**src/sv/lrs_pkg.sv**
```systemverilog
// Shared types and constants for the rim-lit sample shader.
// No dependencies; every other file refers to this package by scoped names.
package lrs_pkg;

    localparam int VEC_FRAC_BITS   = 14;
    localparam int COLOR_FRAC_BITS = 12;
    localparam int DIFF_FRAC_BITS  = 14;
    localparam int OM_SHIFT        = 2 * VEC_FRAC_BITS - 16;
    localparam int EDGE_SHIFT      = 32 - COLOR_FRAC_BITS;

    localparam logic signed [33:0] DOT_ONE = 34'sd1 <<< (2 * VEC_FRAC_BITS);
    localparam logic [19:0] SUM_WHITE = 20'd1 << COLOR_FRAC_BITS;
    localparam logic [16:0] Q16_ONE   = 17'h10000;

    localparam logic [1:0] CMD_SAMPLE = 2'd0;
    localparam logic [1:0] CMD_LIT    = 2'd1;

    localparam logic [1:0] CFG_HUE  = 2'd0;
    localparam logic [1:0] CFG_BASE = 2'd1;
    localparam logic [1:0] CFG_RIM  = 2'd2;
    localparam logic [1:0] CFG_LIT  = 2'd3;

    localparam logic [15:0] HUE_RESET  = 16'd38011;
    localparam logic [16:0] BASE_RESET = 17'd52429;
    localparam logic [16:0] RIM_RESET  = 17'd19661;

    typedef struct packed {
        logic [1:0]         cmd;
        logic signed [15:0] nx;
        logic signed [15:0] ny;
        logic signed [15:0] nz;
        logic signed [15:0] vx;
        logic signed [15:0] vy;
        logic signed [15:0] vz;
        logic [15:0]        red;
        logic [15:0]        green;
        logic [15:0]        blue;
        logic [14:0]        diffuse;
        logic               last;
    } sample_t;

    typedef struct packed {
        logic [15:0] out_red;
        logic [15:0] out_green;
        logic [15:0] out_blue;
    } shade_t;

    typedef struct packed {
        logic [15:0] hue;
        logic [16:0] base;
        logic [16:0] rim;
        logic        lit;
    } cfg_t;

    typedef enum logic [1:0] {
        OP_SAMPLE,
        OP_LIGHT,
        OP_SKIP
    } op_t;

    typedef struct packed {
        op_t              op;
        logic             seed_white;
        logic             last;
        logic [2:0][15:0] n;
        logic [2:0][15:0] v;
        logic [2:0][15:0] color;
        logic [14:0]      diffuse;
    } work_t;

    typedef enum logic [2:0] {
        ST_IDLE,
        ST_DOT,
        ST_SQ,
        ST_EDGE,
        ST_LIGHT,
        ST_HSV,
        ST_MIX,
        ST_PUSH
    } state_t;

endpackage

```
**src/sv/lrs_front.sv**
```systemverilog
// Front end: accepts requests, classifies them and holds them in a two-entry queue.
// Depends on lrs_pkg.
module lrs_front (
    input  logic            clk,
    input  logic            rst_n,
    input  logic            lit,
    input  logic            sample_valid,
    output logic            sample_stall,
    input  lrs_pkg::sample_t sample,
    output logic            work_valid,
    input  logic            work_pop,
    output lrs_pkg::work_t  work
);

    lrs_pkg::work_t entry_reg [2];
    lrs_pkg::work_t entry_in;
    logic           wr_ptr_reg, wr_ptr_next;
    logic           rd_ptr_reg, rd_ptr_next;
    logic [1:0]     count_reg, count_next;
    logic           push, pop;

    always_comb
    begin
        entry_in.seed_white = !lit;
        entry_in.last       = sample.last;
        entry_in.n          = {sample.nz, sample.ny, sample.nx};
        entry_in.v          = {sample.vz, sample.vy, sample.vx};
        entry_in.color      = {sample.blue, sample.green, sample.red};
        entry_in.diffuse    = sample.diffuse;
        priority if (sample.cmd == lrs_pkg::CMD_SAMPLE)
            entry_in.op = lrs_pkg::OP_SAMPLE;
        else if (sample.cmd == lrs_pkg::CMD_LIT && lit)
            entry_in.op = lrs_pkg::OP_LIGHT;
        else
            entry_in.op = lrs_pkg::OP_SKIP;
    end

    assign sample_stall = (count_reg == 2'd2);
    assign work_valid   = (count_reg != 2'd0);
    assign work         = entry_reg[rd_ptr_reg];
    assign push         = sample_valid && !sample_stall;
    assign pop          = work_pop && work_valid;

    always_comb
    begin
        wr_ptr_next = push ? !wr_ptr_reg : wr_ptr_reg;
        rd_ptr_next = pop ? !rd_ptr_reg : rd_ptr_reg;
        count_next  = count_reg + 2'(push) - 2'(pop);
    end

    always_ff @(posedge clk or negedge rst_n)
    begin
        if (!rst_n)
        begin
            wr_ptr_reg <= 1'b0;
            rd_ptr_reg <= 1'b0;
            count_reg  <= 2'd0;
        end
        else
        begin
            wr_ptr_reg <= wr_ptr_next;
            rd_ptr_reg <= rd_ptr_next;
            count_reg  <= count_next;
        end
    end

    always_ff @(posedge clk)
    begin
        if (push)
            entry_reg[wr_ptr_reg] <= entry_in;
    end

endmodule

```
**src/sv/lrs_back.sv**
```systemverilog
// Back end: sequencer around one shared multiplier, light sum and rim state, result register.
// Depends on lrs_pkg; fed by lrs_front.
module lrs_back (
    input  logic           clk,
    input  logic           rst_n,
    input  lrs_pkg::cfg_t  cfg,
    input  logic           work_valid,
    output logic           work_pop,
    input  lrs_pkg::work_t work,
    output logic           shade_valid,
    input  logic           shade_stall,
    output lrs_pkg::shade_t shade
);

    lrs_pkg::state_t   state_reg, state_next;
    logic [1:0]        step_reg, step_next;
    lrs_pkg::work_t    item_reg, item_next;
    logic signed [33:0] acc_reg, acc_next;
    logic [16:0]       sq_reg, sq_next;
    logic [15:0]       edge_reg, edge_next;
    logic [2:0][19:0]  sum_reg, sum_next;
    logic [16:0]       qt_reg, qt_next;
    logic [2:0][15:0]  res_reg, res_next;
    logic              shade_valid_reg, shade_valid_next;
    lrs_pkg::shade_t   shade_reg, shade_next;

    logic signed [20:0] mul_a, mul_b;
    logic signed [41:0] prod;

    logic [28:0]       om;
    logic [16:0]       om16;
    logic [18:0]       h6;
    logic [2:0]        sector;
    logic [16:0]       frac;
    logic [17:0]       frac3;
    logic [16:0]       factor;
    logic [16:0]       p_col;
    logic [2:0][16:0]  cols;
    logic [16:0]       chan_col;
    logic [15:0]       nsel, vsel;
    logic [16:0]       light_add;
    logic [20:0]       sum_add;
    logic [21:0]       edge_wide;
    logic [21:0]       mix;
    logic              last_step;

    assign prod = mul_a * mul_b;

    // facing = -dot clamped to 0..1, om = 1 - facing
    always_comb
    begin
        priority if (acc_reg > 34'sd0)
            om = 29'(lrs_pkg::DOT_ONE);
        else if (acc_reg < -lrs_pkg::DOT_ONE)
            om = '0;
        else
            om = 29'(lrs_pkg::DOT_ONE + acc_reg);
        om16 = 17'(om >> lrs_pkg::OM_SHIFT);
    end

    // HSV with saturation 0.75: one of q or t per sector, selected by sector parity
    always_comb
    begin
        h6     = {3'b0, cfg.hue} * 19'd6;
        sector = h6[18:16];
        frac   = sector[0] ? {1'b0, h6[15:0]} : (lrs_pkg::Q16_ONE - {1'b0, h6[15:0]});
        frac3  = {1'b0, frac} + {frac, 1'b0};
        factor = lrs_pkg::Q16_ONE - 17'(frac3 >> 2);
        p_col  = {2'b0, cfg.base[16:2]};
        unique case (sector)
            3'd0:    cols = {p_col, qt_reg, cfg.base};
            3'd1:    cols = {p_col, cfg.base, qt_reg};
            3'd2:    cols = {qt_reg, cfg.base, p_col};
            3'd3:    cols = {cfg.base, qt_reg, p_col};
            3'd4:    cols = {cfg.base, p_col, qt_reg};
            default: cols = {qt_reg, p_col, cfg.base};
        endcase
        chan_col = cols[step_reg];
    end

    assign nsel      = item_reg.n[step_reg];
    assign vsel      = item_reg.v[step_reg];
    assign last_step = (step_reg == 2'd2);

    always_comb
    begin
        state_next       = state_reg;
        step_next        = step_reg;
        item_next        = item_reg;
        acc_next         = acc_reg;
        sq_next          = sq_reg;
        edge_next        = edge_reg;
        sum_next         = sum_reg;
        qt_next          = qt_reg;
        res_next         = res_reg;
        shade_valid_next = shade_valid_reg && shade_stall;
        shade_next       = shade_reg;
        work_pop         = 1'b0;
        mul_a            = '0;
        mul_b            = '0;
        light_add        = 17'(prod >> lrs_pkg::DIFF_FRAC_BITS);
        sum_add          = {1'b0, sum_reg[step_reg]} + {4'b0, light_add};
        edge_wide        = 22'(prod >> lrs_pkg::EDGE_SHIFT);
        mix              = {1'b0, 21'(prod >> 16)} + {6'b0, edge_reg};

        unique case (state_reg)
            lrs_pkg::ST_IDLE:
            begin
                if (work_valid)
                begin
                    work_pop  = 1'b1;
                    item_next = work;
                    step_next = 2'd0;
                    unique case (work.op)
                        lrs_pkg::OP_SAMPLE:
                        begin
                            acc_next   = '0;
                            state_next = lrs_pkg::ST_DOT;
                            for (int c = 0; c < 3; c++)
                            begin
                                sum_next[c] = work.seed_white ? lrs_pkg::SUM_WHITE
                                                              : {4'b0, work.color[c]};
                            end
                        end
                        lrs_pkg::OP_LIGHT:
                            state_next = lrs_pkg::ST_LIGHT;
                        lrs_pkg::OP_SKIP:
                            state_next = work.last ? lrs_pkg::ST_HSV : lrs_pkg::ST_IDLE;
                    endcase
                end
            end
            lrs_pkg::ST_DOT:
            begin
                mul_a    = {{5{nsel[15]}}, nsel};
                mul_b    = {{5{vsel[15]}}, vsel};
                acc_next = acc_reg + $signed(prod[33:0]);
                if (last_step)
                begin
                    step_next  = 2'd0;
                    state_next = lrs_pkg::ST_SQ;
                end
                else
                    step_next = step_reg + 2'd1;
            end
            lrs_pkg::ST_SQ:
            begin
                mul_a      = {4'b0, om16};
                mul_b      = {4'b0, om16};
                sq_next    = prod[32:16];
                state_next = lrs_pkg::ST_EDGE;
            end
            lrs_pkg::ST_EDGE:
            begin
                mul_a      = {4'b0, sq_reg};
                mul_b      = {4'b0, cfg.rim};
                edge_next  = (|edge_wide[21:16]) ? 16'hFFFF : edge_wide[15:0];
                state_next = item_reg.last ? lrs_pkg::ST_HSV : lrs_pkg::ST_IDLE;
            end
            lrs_pkg::ST_LIGHT:
            begin
                mul_a              = {6'b0, item_reg.diffuse};
                mul_b              = {5'b0, item_reg.color[step_reg]};
                sum_next[step_reg] = sum_add[20] ? 20'hFFFFF : sum_add[19:0];
                if (last_step)
                begin
                    step_next  = 2'd0;
                    state_next = item_reg.last ? lrs_pkg::ST_HSV : lrs_pkg::ST_IDLE;
                end
                else
                    step_next = step_reg + 2'd1;
            end
            lrs_pkg::ST_HSV:
            begin
                mul_a      = {4'b0, cfg.base};
                mul_b      = {4'b0, factor};
                qt_next    = prod[32:16];
                step_next  = 2'd0;
                state_next = lrs_pkg::ST_MIX;
            end
            lrs_pkg::ST_MIX:
            begin
                mul_a              = {4'b0, chan_col};
                mul_b              = {1'b0, sum_reg[step_reg]};
                res_next[step_reg] = (|mix[21:16]) ? 16'hFFFF : mix[15:0];
                if (last_step)
                begin
                    step_next  = 2'd0;
                    state_next = lrs_pkg::ST_PUSH;
                end
                else
                    step_next = step_reg + 2'd1;
            end
            lrs_pkg::ST_PUSH:
            begin
                if (!shade_valid_reg || !shade_stall)
                begin
                    shade_valid_next     = 1'b1;
                    shade_next.out_red   = res_reg[0];
                    shade_next.out_green = res_reg[1];
                    shade_next.out_blue  = res_reg[2];
                    state_next           = lrs_pkg::ST_IDLE;
                end
            end
        endcase
    end

    always_ff @(posedge clk or negedge rst_n)
    begin
        if (!rst_n)
        begin
            state_reg       <= lrs_pkg::ST_IDLE;
            step_reg        <= 2'd0;
            shade_valid_reg <= 1'b0;
            sum_reg         <= '0;
            edge_reg        <= '0;
        end
        else
        begin
            state_reg       <= state_next;
            step_reg        <= step_next;
            shade_valid_reg <= shade_valid_next;
            sum_reg         <= sum_next;
            edge_reg        <= edge_next;
        end
    end

    always_ff @(posedge clk)
    begin
        item_reg  <= item_next;
        acc_reg   <= acc_next;
        sq_reg    <= sq_next;
        qt_reg    <= qt_next;
        res_reg   <= res_next;
        shade_reg <= shade_next;
    end

    assign shade_valid = shade_valid_reg;
    assign shade       = shade_reg;

endmodule

```
**src/sv/lit_rim_sample_shader.sv**
```systemverilog
// Top level of the rim-lit sample shader: configuration registers, front queue, back sequencer.
// Depends on lrs_pkg, lrs_front and lrs_back.
//
//   channel   handshake              payload
//   sample    sample_valid/stall     sample (lrs_pkg::sample_t)
//   shade     shade_valid/stall      shade  (lrs_pkg::shade_t)
//   cfg       cfg_valid/cfg_ready    cfg_index, cfg_data
//
// One shared multiplier sets the rate: a sample request runs dot, square and edge steps, a lit
// light a light step per channel, other requests only idle; a last request adds the hue term,
// channel mixes, result load. A two-entry queue lets requests enter while the back end works.
// Reset clears the queue, the sequencer, light sum and rim term, and loads register defaults.
// A stalled result holds in the output register; the back end waits on it only at load.
module lit_rim_sample_shader (
    input  logic             clk,
    input  logic             rst_n,
    input  logic             sample_valid,
    output logic             sample_stall,
    input  lrs_pkg::sample_t sample,
    output logic             shade_valid,
    input  logic             shade_stall,
    output lrs_pkg::shade_t  shade,
    input  logic             cfg_valid,
    output logic             cfg_ready,
    input  logic [1:0]       cfg_index,
    input  logic [16:0]      cfg_data
);

    lrs_pkg::cfg_t  cfg_reg, cfg_next;
    logic           work_valid;
    logic           work_pop;
    lrs_pkg::work_t work;

    assign cfg_ready = 1'b1;

    always_comb
    begin
        cfg_next = cfg_reg;
        if (cfg_valid)
        begin
            unique case (cfg_index)
                lrs_pkg::CFG_HUE:  cfg_next.hue  = cfg_data[15:0];
                lrs_pkg::CFG_BASE: cfg_next.base = cfg_data;
                lrs_pkg::CFG_RIM:  cfg_next.rim  = cfg_data;
                lrs_pkg::CFG_LIT:  cfg_next.lit  = cfg_data[0];
            endcase
        end
    end

    always_ff @(posedge clk or negedge rst_n)
    begin
        if (!rst_n)
        begin
            cfg_reg.hue  <= lrs_pkg::HUE_RESET;
            cfg_reg.base <= lrs_pkg::BASE_RESET;
            cfg_reg.rim  <= lrs_pkg::RIM_RESET;
            cfg_reg.lit  <= 1'b1;
        end
        else
            cfg_reg <= cfg_next;
    end

    lrs_front u_front (
        .clk          (clk),
        .rst_n        (rst_n),
        .lit          (cfg_reg.lit),
        .sample_valid (sample_valid),
        .sample_stall (sample_stall),
        .sample       (sample),
        .work_valid   (work_valid),
        .work_pop     (work_pop),
        .work         (work)
    );

    lrs_back u_back (
        .clk         (clk),
        .rst_n       (rst_n),
        .cfg         (cfg_reg),
        .work_valid  (work_valid),
        .work_pop    (work_pop),
        .work        (work),
        .shade_valid (shade_valid),
        .shade_stall (shade_stall),
        .shade       (shade)
    );

endmodule
```
**config.mk**
```make
export PLATFORM = sky130hd
export DESIGN_NAME = lit_rim_sample_shader
export DESIGN_NICKNAME = d
export VERILOG_FILES = /design/src/sv/lrs_pkg.sv /design/src/sv/lrs_front.sv /design/src/sv/lrs_back.sv /design/src/sv/lit_rim_sample_shader.sv
export SDC_FILE = /design/constraint.sdc
export NUM_CORES = 2
export LEC_CHECK = 0
export ABC_AREA = 1
export BUFFER_PORTS_ARGS = -buffer_cell sky130_fd_sc_hd__buf_2
export CAP_MARGIN = 20
export CORE_UTILIZATION = 66
export CTS_BUF_LIST = sky130_fd_sc_hd__clkbuf_16
export DETAILED_ROUTE_END_ITERATION = 6
export PLACE_DENSITY = 0.93
export SKIP_CTS_REPAIR_TIMING = 1
export SYNTH_ARGS = -nofsm -noshare
export SYNTH_HDL_FRONTEND = slang
export SYNTH_HIERARCHICAL = 1
export SYNTH_SLANG_ARGS = --single-unit
```
**constraint.sdc**
```tcl
create_clock -name clk -period 23 [get_ports clk]
set_input_delay 3.45 -clock clk [delete_from_list [all_inputs] [get_ports clk]]
set_output_delay 3.45 -clock clk [all_outputs]
set_load 0.005 [all_outputs]
```
* Word level (Yosys, flattened, before mapping) *
Memory sizes are Yosys's and may differ from the RTL's.
Cells that the tools add are included.

word-level totals
  output and inout bits = 51
  bits in writable memories = 326
  word-level logic and storage cells = 164
  register bits after elaboration = 461
  bits of input ports = 186
  memories kept = 1

cells by class
  eq/ne operators = 25
  reductions and logical operators = 34
  multiply operators = 2
  $add $sub $neg = 10
  order comparisons = 4
  mux-type cells = 54

memory list
  memory             depth  bits a word  read ports  clocked after memory_dff  wr ports  RTL line         text
  u_front.entry_reg  2      163          1           0                         1         lrs_front.sv:15  lrs_pkg::work_t entry_reg [2];

operators by type and width
  cell                                                   number
  case mux 51 bit (5 select lines)                       1
  case mux 21 bit (6 select lines)                       2
  2-to-1 mux 16 bit                                      9
  2-to-1 mux 60 bit                                      2
  case mux 60 bit (2 select lines)                       1
  binary-select mux 16 bit (select 2 bit)                3
  2-to-1 mux 34 bit                                      2
  case mux 34 bit (2 select lines)                       1
  bitwise mux 60 bit                                     1
  2-to-1 mux 20 bit                                      3
  2-to-1 mux 29 bit                                      2
  bitwise mux 48 bit                                     1
  multiplier 21 x 21 -> 42 bit                           1
  binary-select mux 20 bit (select 2 bit)                1
  demux 20 bit (select 2 bit)                            1
  adder 34 bit                                           1
  binary-select mux 17 bit (select 2 bit)                1
  > comparator 34 x 1 -> 1 bit (second input constant)   1
  < comparator 34 x 29 -> 1 bit (second input constant)  1
  2-to-1 mux 17 bit                                      2
  subtractor 17 x 16 -> 17 bit (first input constant)    2
  demux 16 bit (select 2 bit)                            1
  adder 29 bit (first input constant)                    1
  case mux 3 bit (8 select lines)                        1
  other kinds (33)                                       87

* Longest topological paths before layout *
  depth after elaboration = 11
  mapped depth = 75
  mapped depth without buffers = 72

* Modules after synthesis *
The synthesis kept the hierarchy.

by module, submodules not included
  module                 cells an instance  sequential area each (um2)  area an instance (um2)  instances
  lrs_back               4297               11781.3                     38289.2                 1
  lrs_front              888                9889.5                      12203.0                 1
  lit_rim_sample_shader  229                1310.0                      2162.1                  1

* Worst setup path before layout *
OpenSTA, ideal clock, no wires.

  kind = flip-flop to flip-flop
  from = reg cfg_reg[36] (netlist bit)
  to = reg u_back/res_reg[10] (netlist bit) (data pin)
  data required time = 22.708 ns
  arrival time = 11.464 ns
  path buffers = 3
  library setup time = 0.292 ns
  slack = 11.244 ns
  period minus slack after synthesis = 11.756 ns
  cell stages (with the launch flop) = 69
  cells stage by stage = dfstp_2 -> ha_1 -> fa_1 -> nand2_1 -> nand2_1 -> nand3_2 -> nand2_2 -> nand2_2 -> nand2_2 -> nand2_1 -> nand2_2 -> buf_4 -> nor2_1 -> xor2_1 -> inv_1 -> ha_1 -> inv_1 -> fa_1 -> [33 not listed] -> a31oi_1 -> o21ai_0 -> xor2_1 -> ha_1 -> a21oi_1 -> o21ai_0 -> a21o_1 -> a21oi_1 -> o21ai_0 -> nand3_1 -> nand2_1 -> nand3_1 -> nand2_1 -> nand2_1 -> nand2_1 -> nand3_1 -> clkbuf_1 -> nand4_1

between the ends
  word-level cells in the longest chain between the ends = 11
  elaborated cells between the ends (all ways) = 20
  classes of those cells = add/sub (4); mul (2); eq/ne (4); mux (8); reduce/logical (2)

ends and longest elaborated chain
  element                                                                                    RTL line                        text
  start: declaration                                                                         lit_rim_sample_shader.sv:29     lrs_pkg::cfg_t cfg_reg, cfg_next;
  start signal: assignment                                                                   lit_rim_sample_shader.sv:60     cfg_reg <= cfg_next;
  multiplier 16 x 2 -> 18 bit (*)                                                            lrs_back.sv:64                  h6 = {3'b0, cfg.hue} * 19'd6;
  subtractor 17 x 16 -> 17 bit, or another cell as far along                                 lrs_back.sv:66                  frac = sector[0] ? {1'b0, h6[15:0]} : (lrs_pkg::Q16_ONE - {1'b0, h6[15:0]});
  2-to-1 mux 17 bit / case mux 51 bit (5 select lines) (equally long branches)               lrs_back.sv:66, lrs_back.sv:70
  adder 17 x 18 -> 18 bit / binary-select mux 17 bit (select 2 bit) (equally long branches)  lrs_back.sv:67, lrs_back.sv:78
  subtractor 17 x 16 -> 17 bit / 2-to-1 mux 17 bit (equally long branches)                   lrs_back.sv:68, lrs_back.sv:78
  case mux 21 bit (6 select lines)                                                           lrs_back.sv:106                 unique case (state_reg)
  multiplier 21 x 21 -> 42 bit (*)                                                           lrs_back.sv:47                  assign prod = mul_a * mul_b;
  named net u_back.prod[21]                                                                  lrs_back.sv:28                  logic signed [41:0] prod;
  adder 21 x 16 -> 22 bit (*)                                                                lrs_back.sv:104                 mix = {1'b0, 21'(prod >> 16)} + {6'b0, edge_reg};
  OR reduction 6 bit                                                                         lrs_back.sv:184                 res_next[step_reg] = (|mix[21:16]) ? 16'hFFFF : mix[15:0];
  2-to-1 mux 16 bit (*)                                                                      lrs_back.sv:184
  bitwise mux 48 bit (*)                                                                     lrs_back.sv:184
  end signal: assignment                                                                     lrs_back.sv:233                 res_reg <= res_next;
  end: declaration                                                                           lrs_back.sv:23                  logic [2:0][15:0] res_reg, res_next;

The timed path passes the listed nets; every way through them passes the cells marked *. The select of a mux whose other input is x is not followed.
A chain may end at the register's enable or synchronous reset.

* Worst setup path after layout *
  from = reg cfg_reg[36] (netlist bit)
  to = reg u_back/res_reg[14] (netlist bit) (data pin)

Same word-level chain as after synthesis.

==> impl_metrics.toml <==
[floorplan]
coreArea_um2 = 79000
io_pins = 237
start_util_pct = 66.7
die-width_um = 284
rows = 103
dieArea_um2 = 80900
die_h_um = 284

[setup_path]
crit_path_start = "cfg_reg[36]$_DFFE_PN1P_"
cp_common_cell = "nand2_1"
crit_buf_inv = 10
crit_path_max_fanout = 20
crit_type = "reg -> reg"
worstSetupStartpointType = "flip-flop"
end_kind = "flip-flop"
critPathMaxStageDelay_ns = 0.94
r2r_cells = 65
r2r_start = "cfg_reg[36]$_DFFE_PN1P_"
slowest_stage = "xor2_1"
cp_top_family = "adder cells"
arrival_ns = 14.87
crit_required_ns = 23.31
rrSetupSlack_ns = 8.44
r2r-end = "u_back/res_reg[14]$_DFFE_PP_"

[layout]
layout_commonest_cell = "nand2_1"
syn2layout_area_growth_pct = 8.68
final_cell_mix = "1551 x nand2_1, 750 x inv_1, 650 x edfxtp_1"
largest_reg_flops = 326
final_nets = 6426
finalCoreUtilization_pct = 72.4
layout-drive-gt1-share_pct = 10.8

[timing]
maxSlewViolCount = 0
rsz0062_at_grt = "false"
fin_crit_sh_pct = 63.3
tns_ns = 0
worst_pin_slew_ns = 1.25
setup_viol = 0
layout_setup_ws_ns = 8.44
slew_headroom_pct = 16.4
finalHoldViolCount = 0
period_needed_ns = 14.56
worst_clock_skew_ns = 0.0419
fmax_mhz = 68.7

[worst_hold_path]
hp-class = "reg -> reg"
holdPathStages = 0
hold_path_end = "u_back/shade[40]$_DFFE_PP_"
min_from = "u_back/res_reg[8]$_DFFE_PP_"

[clock_tree]
htree_levels = 3
clkTransAtPathRegs_ns = 0.07
clock_path_buffers = 3
cts_tree = "built"
clock-sinks = 787
cts_buffers = 78
ctsRootBufferMaster = "clkbuf_16"
clkLatencyLatePin_ns = 0.68

[placement]
dp_slack_ns = 8.93
portBuffers = 235
gpl.final_weighted_congestion = 1.03
dp_hpwl_um = 114000

[global_routing]
grt_pass1_wl_um = 240000
grt_remaining_overflow = 0
grt.total_usage_pct = 39.4
antenna_found_initial = 15
grt_pass1_vias = 41723
grt_max_degree = 164

[drt]
viasPerCell = 6.24
via_count = 41947
avgRoutedWirePerCell_um = 23.5
drt-total-wl_um = 158000
firstDrtPassIters = 7
post-route-drc-count = 12
drtAntennaViolNets = 0
dr.first_iter.drc_count = 5793

[synth]
avgSynthCellArea_um2 = 9.73
synth_nets = 6236
yosysUniqueCellTypes = 67
synthArstFlopShare_pct = 17.4
syn_inst = 5414
yosysSeqAreaShare_pct = 43.6
yosys_warnings = 6
netlist_area_um2 = 52700
synth_edf_count = 650
postSynthRegisterBits = 787
ys.flop_type = "edfxtp_1"

[status]
status = "finished, violations left"
violations = "DRC"

[run]
drv_cap = 0
cell type report:
class	count	area, um^2
diodes	7	17.5
clock buffers	80	2000
clock inverters	60	531
fillers	5263	21800
inverters	774	2920
multi-input cells	3669	25800
flip-flops and latches	787	23000
well taps	1050	1310
repair buffers	294	1670
worst max-delay path by stage:
stage               cells past startpoint  slack (ns)                           end
finish                                 65        8.44  u_back/res_reg[14]$_DFFE_PP_
global route                           65        7.58  u_back/res_reg[23]$_DFFE_PP_
CTS                                    67        8.81  u_back/res_reg[14]$_DFFE_PP_
detailed placement                     67        8.93  u_back/res_reg[34]$_DFFE_PP_
global placement                       67        9.41  u_back/res_reg[23]$_DFFE_PP_
floorplan                              68       11.24  u_back/res_reg[10]$_DFFE_PP_
through the flow:
step	hold slack (ns)	instances	instance area, um^2
after floorplan	0.400	5414	52700
after global placement	0.402	6573	54600
after detailed placement	0.405	6573	54600
after CTS	0.409	6713	57200
after global routing	0.418	6714	57200
final	0.407	6721	57200
worst reg2reg max path: cells and delay by family, from the launching register on:
family	cells	cell delay (ns)
DFF	1	0.58
xor gates and xnor gates	2	1.16
and+or+nand+nor	30	4.19
AOI/OAI and AO/OA	11	2.11
adders and majority gates	12	4.84
buffers and inverters	10	1.32
routing by layer:
metal | part of all wire (%) | wire length (um) | vias up | GRT usage [%]
li1 | - | - | 18132 | -
met2 | 46 | 73000 | 3108 | 62.8
met3 | 13 | 20000 | 684 | 10.2
met4 | 6.1 | 9610 | 26 | 19.1
met1 | 35 | 55500 | 19997 | 50.4
met5 | 0.11 | 172 | - | 0
cells by family after synthesis:
family / Yosys count / synth area share [%]
AND/OR/NAND/NOR: 2263 / 18.0
flip-flops: 787 / 43.6
XOR/XNOR: 83 / 1.43
AO/OA/AOI/OAI: 686 / 8.18
adder cells (fa/ha/maj): 636 / 21.1
buffers and inverters: 958 / 7.62
other: 1 / 0.00712
synth_stat cells, types with 19 or more instances:
master     number  area, um^2
nand2_1      1551        5820
inv_1         734        2760
edfxtp_1      650       19500
fa_1          422        8450
nor2_1        303        1140
ha_1          214        2680
a21oi_1       205        1030
nand3_1       172         861
o21ai_0       128         641
dfrtp_1       110        2750
a31oi_1        83         519
nand4_1        81         507
clkbuf_1       79         297
a22oi_1        68         510
xor2_1         47         412
nand2_2        40         250
buf_2          37         185
buf_6          34         383
xnor2_1        34         298
inv_2          30         113
dfstp_2        27         709
a2bb2oi_1      26         228
buf_4          25         188
o21ai_1        24         120
o211ai_1       23         173
nor2_2         20         125
o2111ai_1      20         175
or2_2          19         119
Power is left out: the tool's default activity adds up to more than one toggle a clock period on the data nets, which glitch-free logic cannot reach.
